==> src/hw/rtl/iepd_pkg.sv <==
// types and constants of the intensity edge point detector
`timescale 1ns / 1ps

package iepd_pkg;

    typedef logic signed [23:0] t_coord;
    typedef logic [7:0]         t_refl;
    typedef logic [22:0]        t_range;
    typedef logic [3:0]         t_seen;

    // intensity taps held before a shift: the delayed point, two on each side, two newer
    localparam int INT_WIN = 7;
    // coordinate taps held before a shift: the oldest one is the delayed point
    localparam int POS_WIN = 5;
    // tap of the delayed point, counted before the shift
    localparam int CENTER  = 4;

    typedef t_refl t_int_win [0:INT_WIN-1];
    typedef t_coord t_pos_win [0:POS_WIN-1];

    // a line must have delivered this many points before the delayed point qualifies
    localparam t_seen SEEN_FULL = 4'd10;

    localparam t_range RANGE_RESET = 23'd50000;

    // dim ratio 0.4 as 5*min < 2*max, products fit in 11 bits
    localparam logic [10:0] DIM_LO_MUL = 11'd5;
    localparam logic [10:0] DIM_HI_MUL = 11'd2;

endpackage

==> src/hw/rtl/iepd_edge_eval.sv <==
// edge feature decision for the delayed point of the window
`timescale 1ns / 1ps

module iepd_edge_eval (
    input  iepd_pkg::t_int_win i_int_win,
    input  iepd_pkg::t_coord   i_center_x,
    input  iepd_pkg::t_range   i_range,
    input  logic               i_seen_full,
    output logic               o_found
);
    import iepd_pkg::*;

    // 5*min < 2*max, fails when both are zero
    function automatic logic is_dim(input t_refl a, input t_refl b);
        t_refl hi;
        t_refl lo;
        begin
            hi = (a > b) ? a : b;
            lo = (a < b) ? a : b;
            return ({3'b000, lo} * DIM_LO_MUL) < ({3'b000, hi} * DIM_HI_MUL);
        end
    endfunction

    logic left_dim;
    logic right_dim;
    logic near;

    // lower taps are newer points, higher taps older ones
    assign left_dim  = is_dim(i_int_win[CENTER-1], i_int_win[CENTER]) &&
                       is_dim(i_int_win[CENTER-2], i_int_win[CENTER]);
    assign right_dim = is_dim(i_int_win[CENTER+1], i_int_win[CENTER]) &&
                       is_dim(i_int_win[CENTER+2], i_int_win[CENTER]);
    assign near      = i_center_x < $signed({1'b0, i_range});
    assign o_found   = i_seen_full && near && (left_dim || right_dim);

endmodule

==> src/hw/rtl/intensity_edge_point_detector.sv <==
// top level of the intensity edge point detector
`timescale 1ns / 1ps

// channel   direction  handshake                  payload
// in        sink       i_in_valid / o_in_stall    point x, y, z, reflectivity, line_last
// out       source     o_out_valid / i_out_stall  found flag, delayed point, line_done
// cfg       sink       i_cfg_we                   max forward range, 23 bits
//
// one transaction in, one transaction out, held in the output register from
// the cycle after its point is taken; a new point is taken every cycle while
// the output moves; the answer describes the point five transactions back in
// the line (a cleared tap while fewer points are in); reset (synchronous, active low)
// clears the window, the line count and the output valid, and loads the range with 50000
// a stalled output holds the input off only while the output register is full

module intensity_edge_point_detector (
    input  logic             i_clk,
    input  logic             i_rst_n,
    // configuration
    input  logic             i_cfg_we,
    input  iepd_pkg::t_range i_cfg_wdata,
    // input points
    input  logic             i_in_valid,
    output logic             o_in_stall,
    input  iepd_pkg::t_coord i_point_x_mm,
    input  iepd_pkg::t_coord i_point_y_mm,
    input  iepd_pkg::t_coord i_point_z_mm,
    input  iepd_pkg::t_refl  i_reflectivity,
    input  logic             i_line_last,
    // results
    output logic             o_out_valid,
    input  logic             i_out_stall,
    output logic             o_feature_found,
    output iepd_pkg::t_coord o_feature_x_mm,
    output iepd_pkg::t_coord o_feature_y_mm,
    output iepd_pkg::t_coord o_feature_z_mm,
    output iepd_pkg::t_refl  o_feature_reflectivity,
    output logic             o_line_done
);
    import iepd_pkg::*;

    // forward range limit
    t_range   r_range;

    // sliding window of the line, tap 0 is the newest point
    t_int_win r_int_win;
    t_pos_win r_x_win;
    t_pos_win r_y_win;
    t_pos_win r_z_win;
    t_seen    r_seen;

    // output register
    logic     r_out_valid;
    logic     r_found;
    t_coord   r_out_x;
    t_coord   r_out_y;
    t_coord   r_out_z;
    t_refl    r_out_refl;
    logic     r_out_done;

    logic     in_acc;
    logic     out_acc;
    logic     found;
    logic     seen_full;
    logic     n_out_valid;
    t_seen    n_seen;

    // the input waits only behind a full, stalled output register
    assign o_in_stall = r_out_valid && i_out_stall;
    assign in_acc     = i_in_valid && !o_in_stall;
    assign out_acc    = r_out_valid && !i_out_stall;

    // the delayed point is judged on the window as it stands before the shift
    assign seen_full = (r_seen >= SEEN_FULL);

    iepd_edge_eval u_eval (
        .i_int_win   (r_int_win),
        .i_center_x  (r_x_win[CENTER]),
        .i_range     (r_range),
        .i_seen_full (seen_full),
        .o_found     (found)
    );

    // saturating count of points taken in this line
    always_comb begin
        n_seen = seen_full ? r_seen : (r_seen + 4'd1);
    end

    always_comb begin
        if (in_acc) begin
            n_out_valid = 1'b1;
        end else if (out_acc) begin
            n_out_valid = 1'b0;
        end else begin
            n_out_valid = r_out_valid;
        end
    end

    // range register
    always_ff @(posedge i_clk) begin
        if (!i_rst_n) begin
            r_range <= RANGE_RESET;
        end else if (i_cfg_we) begin
            r_range <= i_cfg_wdata;
        end
    end

    // window shift, cleared at the end of a line
    always_ff @(posedge i_clk) begin
        if (!i_rst_n) begin
            for (int k = 0; k < INT_WIN; k++) begin
                r_int_win[k] <= '0;
            end
            for (int k = 0; k < POS_WIN; k++) begin
                r_x_win[k] <= '0;
                r_y_win[k] <= '0;
                r_z_win[k] <= '0;
            end
            r_seen <= '0;
        end else if (in_acc) begin
            if (i_line_last) begin
                for (int k = 0; k < INT_WIN; k++) begin
                    r_int_win[k] <= '0;
                end
                for (int k = 0; k < POS_WIN; k++) begin
                    r_x_win[k] <= '0;
                    r_y_win[k] <= '0;
                    r_z_win[k] <= '0;
                end
                r_seen <= '0;
            end else begin
                r_int_win[0] <= i_reflectivity;
                for (int k = 1; k < INT_WIN; k++) begin
                    r_int_win[k] <= r_int_win[k-1];
                end
                r_x_win[0] <= i_point_x_mm;
                r_y_win[0] <= i_point_y_mm;
                r_z_win[0] <= i_point_z_mm;
                for (int k = 1; k < POS_WIN; k++) begin
                    r_x_win[k] <= r_x_win[k-1];
                    r_y_win[k] <= r_y_win[k-1];
                    r_z_win[k] <= r_z_win[k-1];
                end
                r_seen <= n_seen;
            end
        end
    end

    // output register control
    always_ff @(posedge i_clk) begin
        if (!i_rst_n) begin
            r_out_valid <= 1'b0;
        end else begin
            r_out_valid <= n_out_valid;
        end
    end

    // payload of the delayed point: the oldest coordinate taps, intensity tap CENTER
    always_ff @(posedge i_clk) begin
        if (in_acc) begin
            r_found    <= found;
            r_out_x    <= r_x_win[CENTER];
            r_out_y    <= r_y_win[CENTER];
            r_out_z    <= r_z_win[CENTER];
            r_out_refl <= r_int_win[CENTER];
            r_out_done <= i_line_last;
        end
    end

    assign o_out_valid            = r_out_valid;
    assign o_feature_found        = r_found;
    assign o_feature_x_mm         = r_out_x;
    assign o_feature_y_mm         = r_out_y;
    assign o_feature_z_mm         = r_out_z;
    assign o_feature_reflectivity = r_out_refl;
    assign o_line_done            = r_out_done;

endmodule

==> config.mk <==
export PLATFORM = sky130hd
export DESIGN_NAME = intensity_edge_point_detector
export DESIGN_NICKNAME = d
export VERILOG_FILES = /design/src/hw/rtl/iepd_pkg.sv /design/src/hw/rtl/iepd_edge_eval.sv /design/src/hw/rtl/intensity_edge_point_detector.sv
export SDC_FILE = /design/constraint.sdc
export NUM_CORES = 1
export LEC_CHECK = 0
export ABC_AREA = 1
export BUFFER_PORTS_ARGS = -buffer_cell sky130_fd_sc_hd__buf_2
export CAP_MARGIN = 20
export CORE_MARGIN = 5
export CORE_UTILIZATION = 60
export DETAILED_ROUTE_END_ITERATION = 7
export PLACE_DENSITY = 0.8
export REMOVE_ABC_BUFFERS = 1
export SLEW_MARGIN = 5
export SYNTH_ARGS = -nofsm -noshare
export SYNTH_HDL_FRONTEND = slang
export SYNTH_SLANG_ARGS = --single-unit
==> constraint.sdc <==
create_clock -name i_clk -period 27.3 [get_ports i_clk]
set_input_delay 2.73 -clock i_clk [delete_from_list [all_inputs] [get_ports i_clk]]
set_output_delay 2.73 -clock i_clk [all_outputs]
set_load 0.1 [all_outputs]
Word level (Yosys, flattened, before mapping)
Memory sizes are Yosys's and may differ from the RTL's. A register that Yosys moved wholly into a read port is not among the register bits. Index checks and enable logic that the tools add are counted. Widths: inputs -> output; s select.

Add/sub/neg operators: 1. Multipliers: 4. $lt $le $gt $ge: 14. Equal/unequal tests: 1. Muxes and demuxes: 52. Bitwise gates (word level): 30. Reduce and logical (&&, ||, !) cells: 12.

Operator list (number): $mux 24 (30); $mux 8 (8); $mux 56 (1); $lt 11x9->1 (4); $mul 8x3->11 const B (4); $gt 8x8->1 (4); $lt 8x8->1 (4); $or 1x1->1 (30); $lt 24x24->1 (1); $mux 1 (11); $mux 4 (2); $logic_and 1x1->1 (7); $add 4x1->4 const B (1); $ge 4x4->1 const B (1); $logic_not 1->1 (2); $ne 2x2->1 const B (1); $reduce_and 2->1 (1); $reduce_bool 2->1 (1); $logic_or 1x1->1 (1).

Bits in registers: 118. RAM bits: 360. Input bits: 109. Output and inout bits: 84. Word-level logic and storage cells: 131. Memories kept: 3.

Memories: r_x_win (words 5, bits a word 24, read ports 5, clocked after Yosys merged registers in 0, wr ports 5, RTL line intensity_edge_point_detector.sv:47) `t_pos_win r_x_win;`; r_y_win (words 5, bits a word 24, read ports 5, clocked after Yosys merged registers in 1, wr ports 5, RTL line intensity_edge_point_detector.sv:48) `t_pos_win r_y_win;`; r_z_win (words 5, bits a word 24, read ports 5, clocked after Yosys merged registers in 1, wr ports 5, RTL line intensity_edge_point_detector.sv:49) `t_pos_win r_z_win;`.

Longest topological paths before layout
Depth after elaboration: 8. Mapped depth: 29. Gate-level depth less buffers: 29.

By module
From an unflattened synthesis, not the netlist that was laid out.

Cell total of the unflattened synthesis: 2155. Area total of the unflattened synthesis: 23885.4 um^2.

Modules (own cells, without submodules): intensity_edge_point_detector (instances 1, cells each 1538, area an instance 19959.1 um^2, seq. area each 14954.3 um^2); iepd_edge_eval (instances 1, cells each 617, area an instance 3926.3 um^2, seq. area each 0.0 um^2).

Worst setup path before layout
Ideal clock, no wire load.

Path kind: input port to flip-flop. Start point: input port i_out_stall. End point: memory r_x_win[0][0] in the netlist's numbering (enable). Arrival time: 13504 ps. Required time: 26435 ps. Path slack: 12931 ps. Stages: 4. Path through: nand2_1 -> inv_1 -> o21ai_0 -> clkbuf_1.

RTL lines: start: declaration (RTL line intensity_edge_point_detector.sv:32) `input logic i_out_stall,`; end: declaration (RTL line intensity_edge_point_detector.sv:47).

Final worst setup path
Start point: input port i_out_stall. End point: output port o_in_stall.

Cells in the longest elaborated chain, start to end: 1.

RTL lines: $logic_and 1x1->1 (RTL line intensity_edge_point_detector.sv:69) `assign o_in_stall = r_out_valid && i_out_stall;`; end: declaration (RTL line intensity_edge_point_detector.sv:24) `output logic o_in_stall,`.

Every way passes these cells.

==> reports/metrics.yaml <==
setup_path:
  crit_path_frequent_cell: "buf_2"
  critical_path_class: "primary input to primary output"
  worstPathArrival_ns: 3.52
  path_cells: "buf_2 -> nand2_1 -> inv_1 -> buf_2"
  critPathTopFamily: "buffers and inverters"
  crit_buf_inv: 3
  crit_fanout: 3
  cp.required_ns: 24.57
  cp-start-kind: "primary input"
  cpPeakStageDelay_ns: 0.47
  cp-end-kind: "primary output"
  cp_slowest_cell: "buf_2"
floorplanning:
  io_pins: 193
  die_area_um2: 41900
  die_y_um: 205
  core-area_um2: 37600
  start_util_pct: 60.6
  die_x_um: 205
  rows: 71
synth:
  synth_area_per_cell_um2: 10.8
  yosysTopAreaCellShare_pct: 58.3
  synth-seq-cells: 526
  yosysSeqAreaShare_pct: 65.7
  syn-instance-count: 2099
  synth_area_um2: 22800
  yosysWarnings: 0
  netlist.top_cell.by_area: "edfxtp_1"
  ys_top_cells_by_area: "edfxtp_1 (58%), inv_1 (8.4%), dfxtp_1 (7.4%)"
  ys_types: 36
power:
  leakagePower_nw: 11.7
  p_int_mw: 1.37
  sw_frac_of_total_pct: 23.4
  power_frac_seq_pct: 52.0
  p_sw_mw: 0.420
  power_per_cell_area_nw_per_um2: 68.9
  vdd_ir_drop_max_uv: 59.3
  combPwrFrac_pct: 7.7
  clkPwrFrac_pct: 40.4
run_status:
  status: "finished, final reports clean"
drt:
  antenna_left: 0
  post_drt_wl_per_cell_um: 14.5
  vias_per_cell: 4.90
  via_count: 13900
  drc: 0
  drtIter0Drc: 947
  wirelength_um: 41200
  dr.pass1.iters: 5
timing:
  max_freq_ghz: 0.160
  worst_clock_skew_ns: 0.0136
  fin_setup_tns_ns: 0
  slew_violations: 0
  holdWs_ns: 0.417
  worst_pin_slew_ns: 1.01
  setup_viol: 0
  rsz0062_at_grt: "false"
  slew_headroom_pct: 32.3
  hold_viol_final: 0
  layout_setup_ws_ns: 21.05
  post-route-min-period_ns: 6.25
  post-route-period-util_pct: 22.9
final_layout:
  final_cell_mix: "inv_1 (512), edfxtp_1 (442), nor2_1 (381)"
  nets: 2531
  antenna_cells: 0
  final_common_cell: "inv_1"
  syn2layout_area_growth_pct: 14.3
  fill_cells: 2648
  final_area_um2: 26000
  drive_above_1_share_pct: 13.4
  multi_input_area_um2: 5620
  regArea_um2: 15000
clock_tree:
  clkLatencyLatePin_ns: 0.58
  cts_sinks: 526
  cts_buffers: 51
  cts_tree: "done"
  cts_root_buffer: "clkbuf_16"
  cts_setup_buffers: 0
  ctsLongestPathBuffers: 3
  cts_max_level: 2
  cts-hold-fix-buffers: 0
  cts_resized: 0
  path_clk_slew_ns: 0.07
place:
  io_buffers: 192
  place_ws_ns: 20.67
  dpl.hpwl_um: 26700
  place_area_um2: 24200
  gp_congestion: 0.825
grt:
  grt_pass1_wl_um: 66200
  grtUsageMet2_pct: 34.0
  grt_use_met3_pct: 3.94
  busiest_layer: "met2"
  grt_max_degree: 182
  grt.met1_usage_pct: 25.0
  grt_pass1_vias: 13800
  antenna_found_initial: 4
  grt-ovfl-total: 0
  grt_use_total_pct: 19.7
flow_run:
  drv_cap: 0
min_path:
  hold_class: "flip-flop to flip-flop"
## layout make-up
| type | instances | share of cell area, % |
|---|---|---|
| multi-input combinational | 992 | 21.6 |
| tap | 511 | 2.46 |
| timing repair buffer | 202 | 4.31 |
| clock inverter | 30 | 1.15 |
| clock buffer | 66 | 5.64 |
| inverter | 513 | 7.40 |
| sequential | 526 | 57.5 |
## path summary, 6_finish.rpt
kind                                start                           end  slack (ns)  depth (start not counted)
max                           i_out_stall                    o_in_stall       21.05                          4
min reg2reg  r_z_win[4][12]$_SDFFCE_PN0P_  o_feature_z_mm[12]$_DFFE_PP_        0.42                          0
max reg2reg    r_int_win[23]$_SDFFE_PN0P_     o_feature_found$_DFFE_PP_       22.30                         22
min          r_z_win[4][12]$_SDFFCE_PN0P_  o_feature_z_mm[12]$_DFFE_PP_        0.42                          0
## metrics by stage
| stage | power [mW] | utilization (%) | std cells |
|---|---|---|---|
| finish | 1.79 | 69.3 | 2840 |
| global route | 1.86 | 69.3 | 2840 |
| CTS | 1.81 | 69.0 | 2837 |
| detailed placement | 1.09 | 64.3 | 2741 |
| global placement | 1.08 | 64.3 | 2741 |
| floorplan | 1.09 | - | 2031 |
## state kept, by name, indices dropped and copies added (netlist names)
name,flops
r_x_win,120
r_y_win,120
r_z_win,120
r_int_win,56
o_feature_x_mm,24
o_feature_y_mm,24
o_feature_z_mm,24
r_range,23
o_feature_reflectivity,8
r_seen,4
o_feature_found,1
o_line_done,1
o_out_valid,1
## power by group through the flow
stage / logic (mW) / clock network (mW) / registers [mW]
final: 0.137 / 0.724 / 0.933
after global routing: 0.149 / 0.777 / 0.936
after CTS: 0.138 / 0.741 / 0.933
after detailed placement: 0.137 / 0 / 0.950
after global placement: 0.134 / 0 / 0.947
after floorplan: 0.0515 / 0 / 1.04
## synth_stat cells
library cell,instances
dfxtp_1,84
buf_1,1
a21o_1,3
clkinv_1,1
nor2_1,382
a21oi_2,2
and3_1,1
a211oi_1,5
o21ai_1,1
o21a_1,4
xnor2_1,9
nand2_1,175
o21ai_2,3
buf_2,36
a31oi_1,1
nor3_1,3
a221oi_1,1
nand3_1,26
clkbuf_1,29
nand2_2,3
edfxtp_1,442
nor4_1,3
o21ai_0,84
nor2_2,4
buf_4,2
xor2_1,7
o211ai_1,3
fa_1,4
nand4_1,6
nand2_4,7
o22ai_1,56
inv_1,512
ha_1,132
o21bai_1,2
o221ai_1,1
a21oi_1,64
## kinds of logic after synthesis
group	after synthesis	synth area share (%)
buf+inv	581	9.81
flops	526	65.7
compound gates	230	5.67
simple gates	610	10.6
fa+ha+maj	136	7.60
xor+xnor	16	0.615
## layer usage
layer / wire length [um] / up-vias
li1: - / 7105
met1: 16900 / 6397
met2: 20800 / 319
met3: 2380 / 74
met4: 1020 / 8
met5: 60 / -
Note: power is estimated with default switching activity, not from simulation.
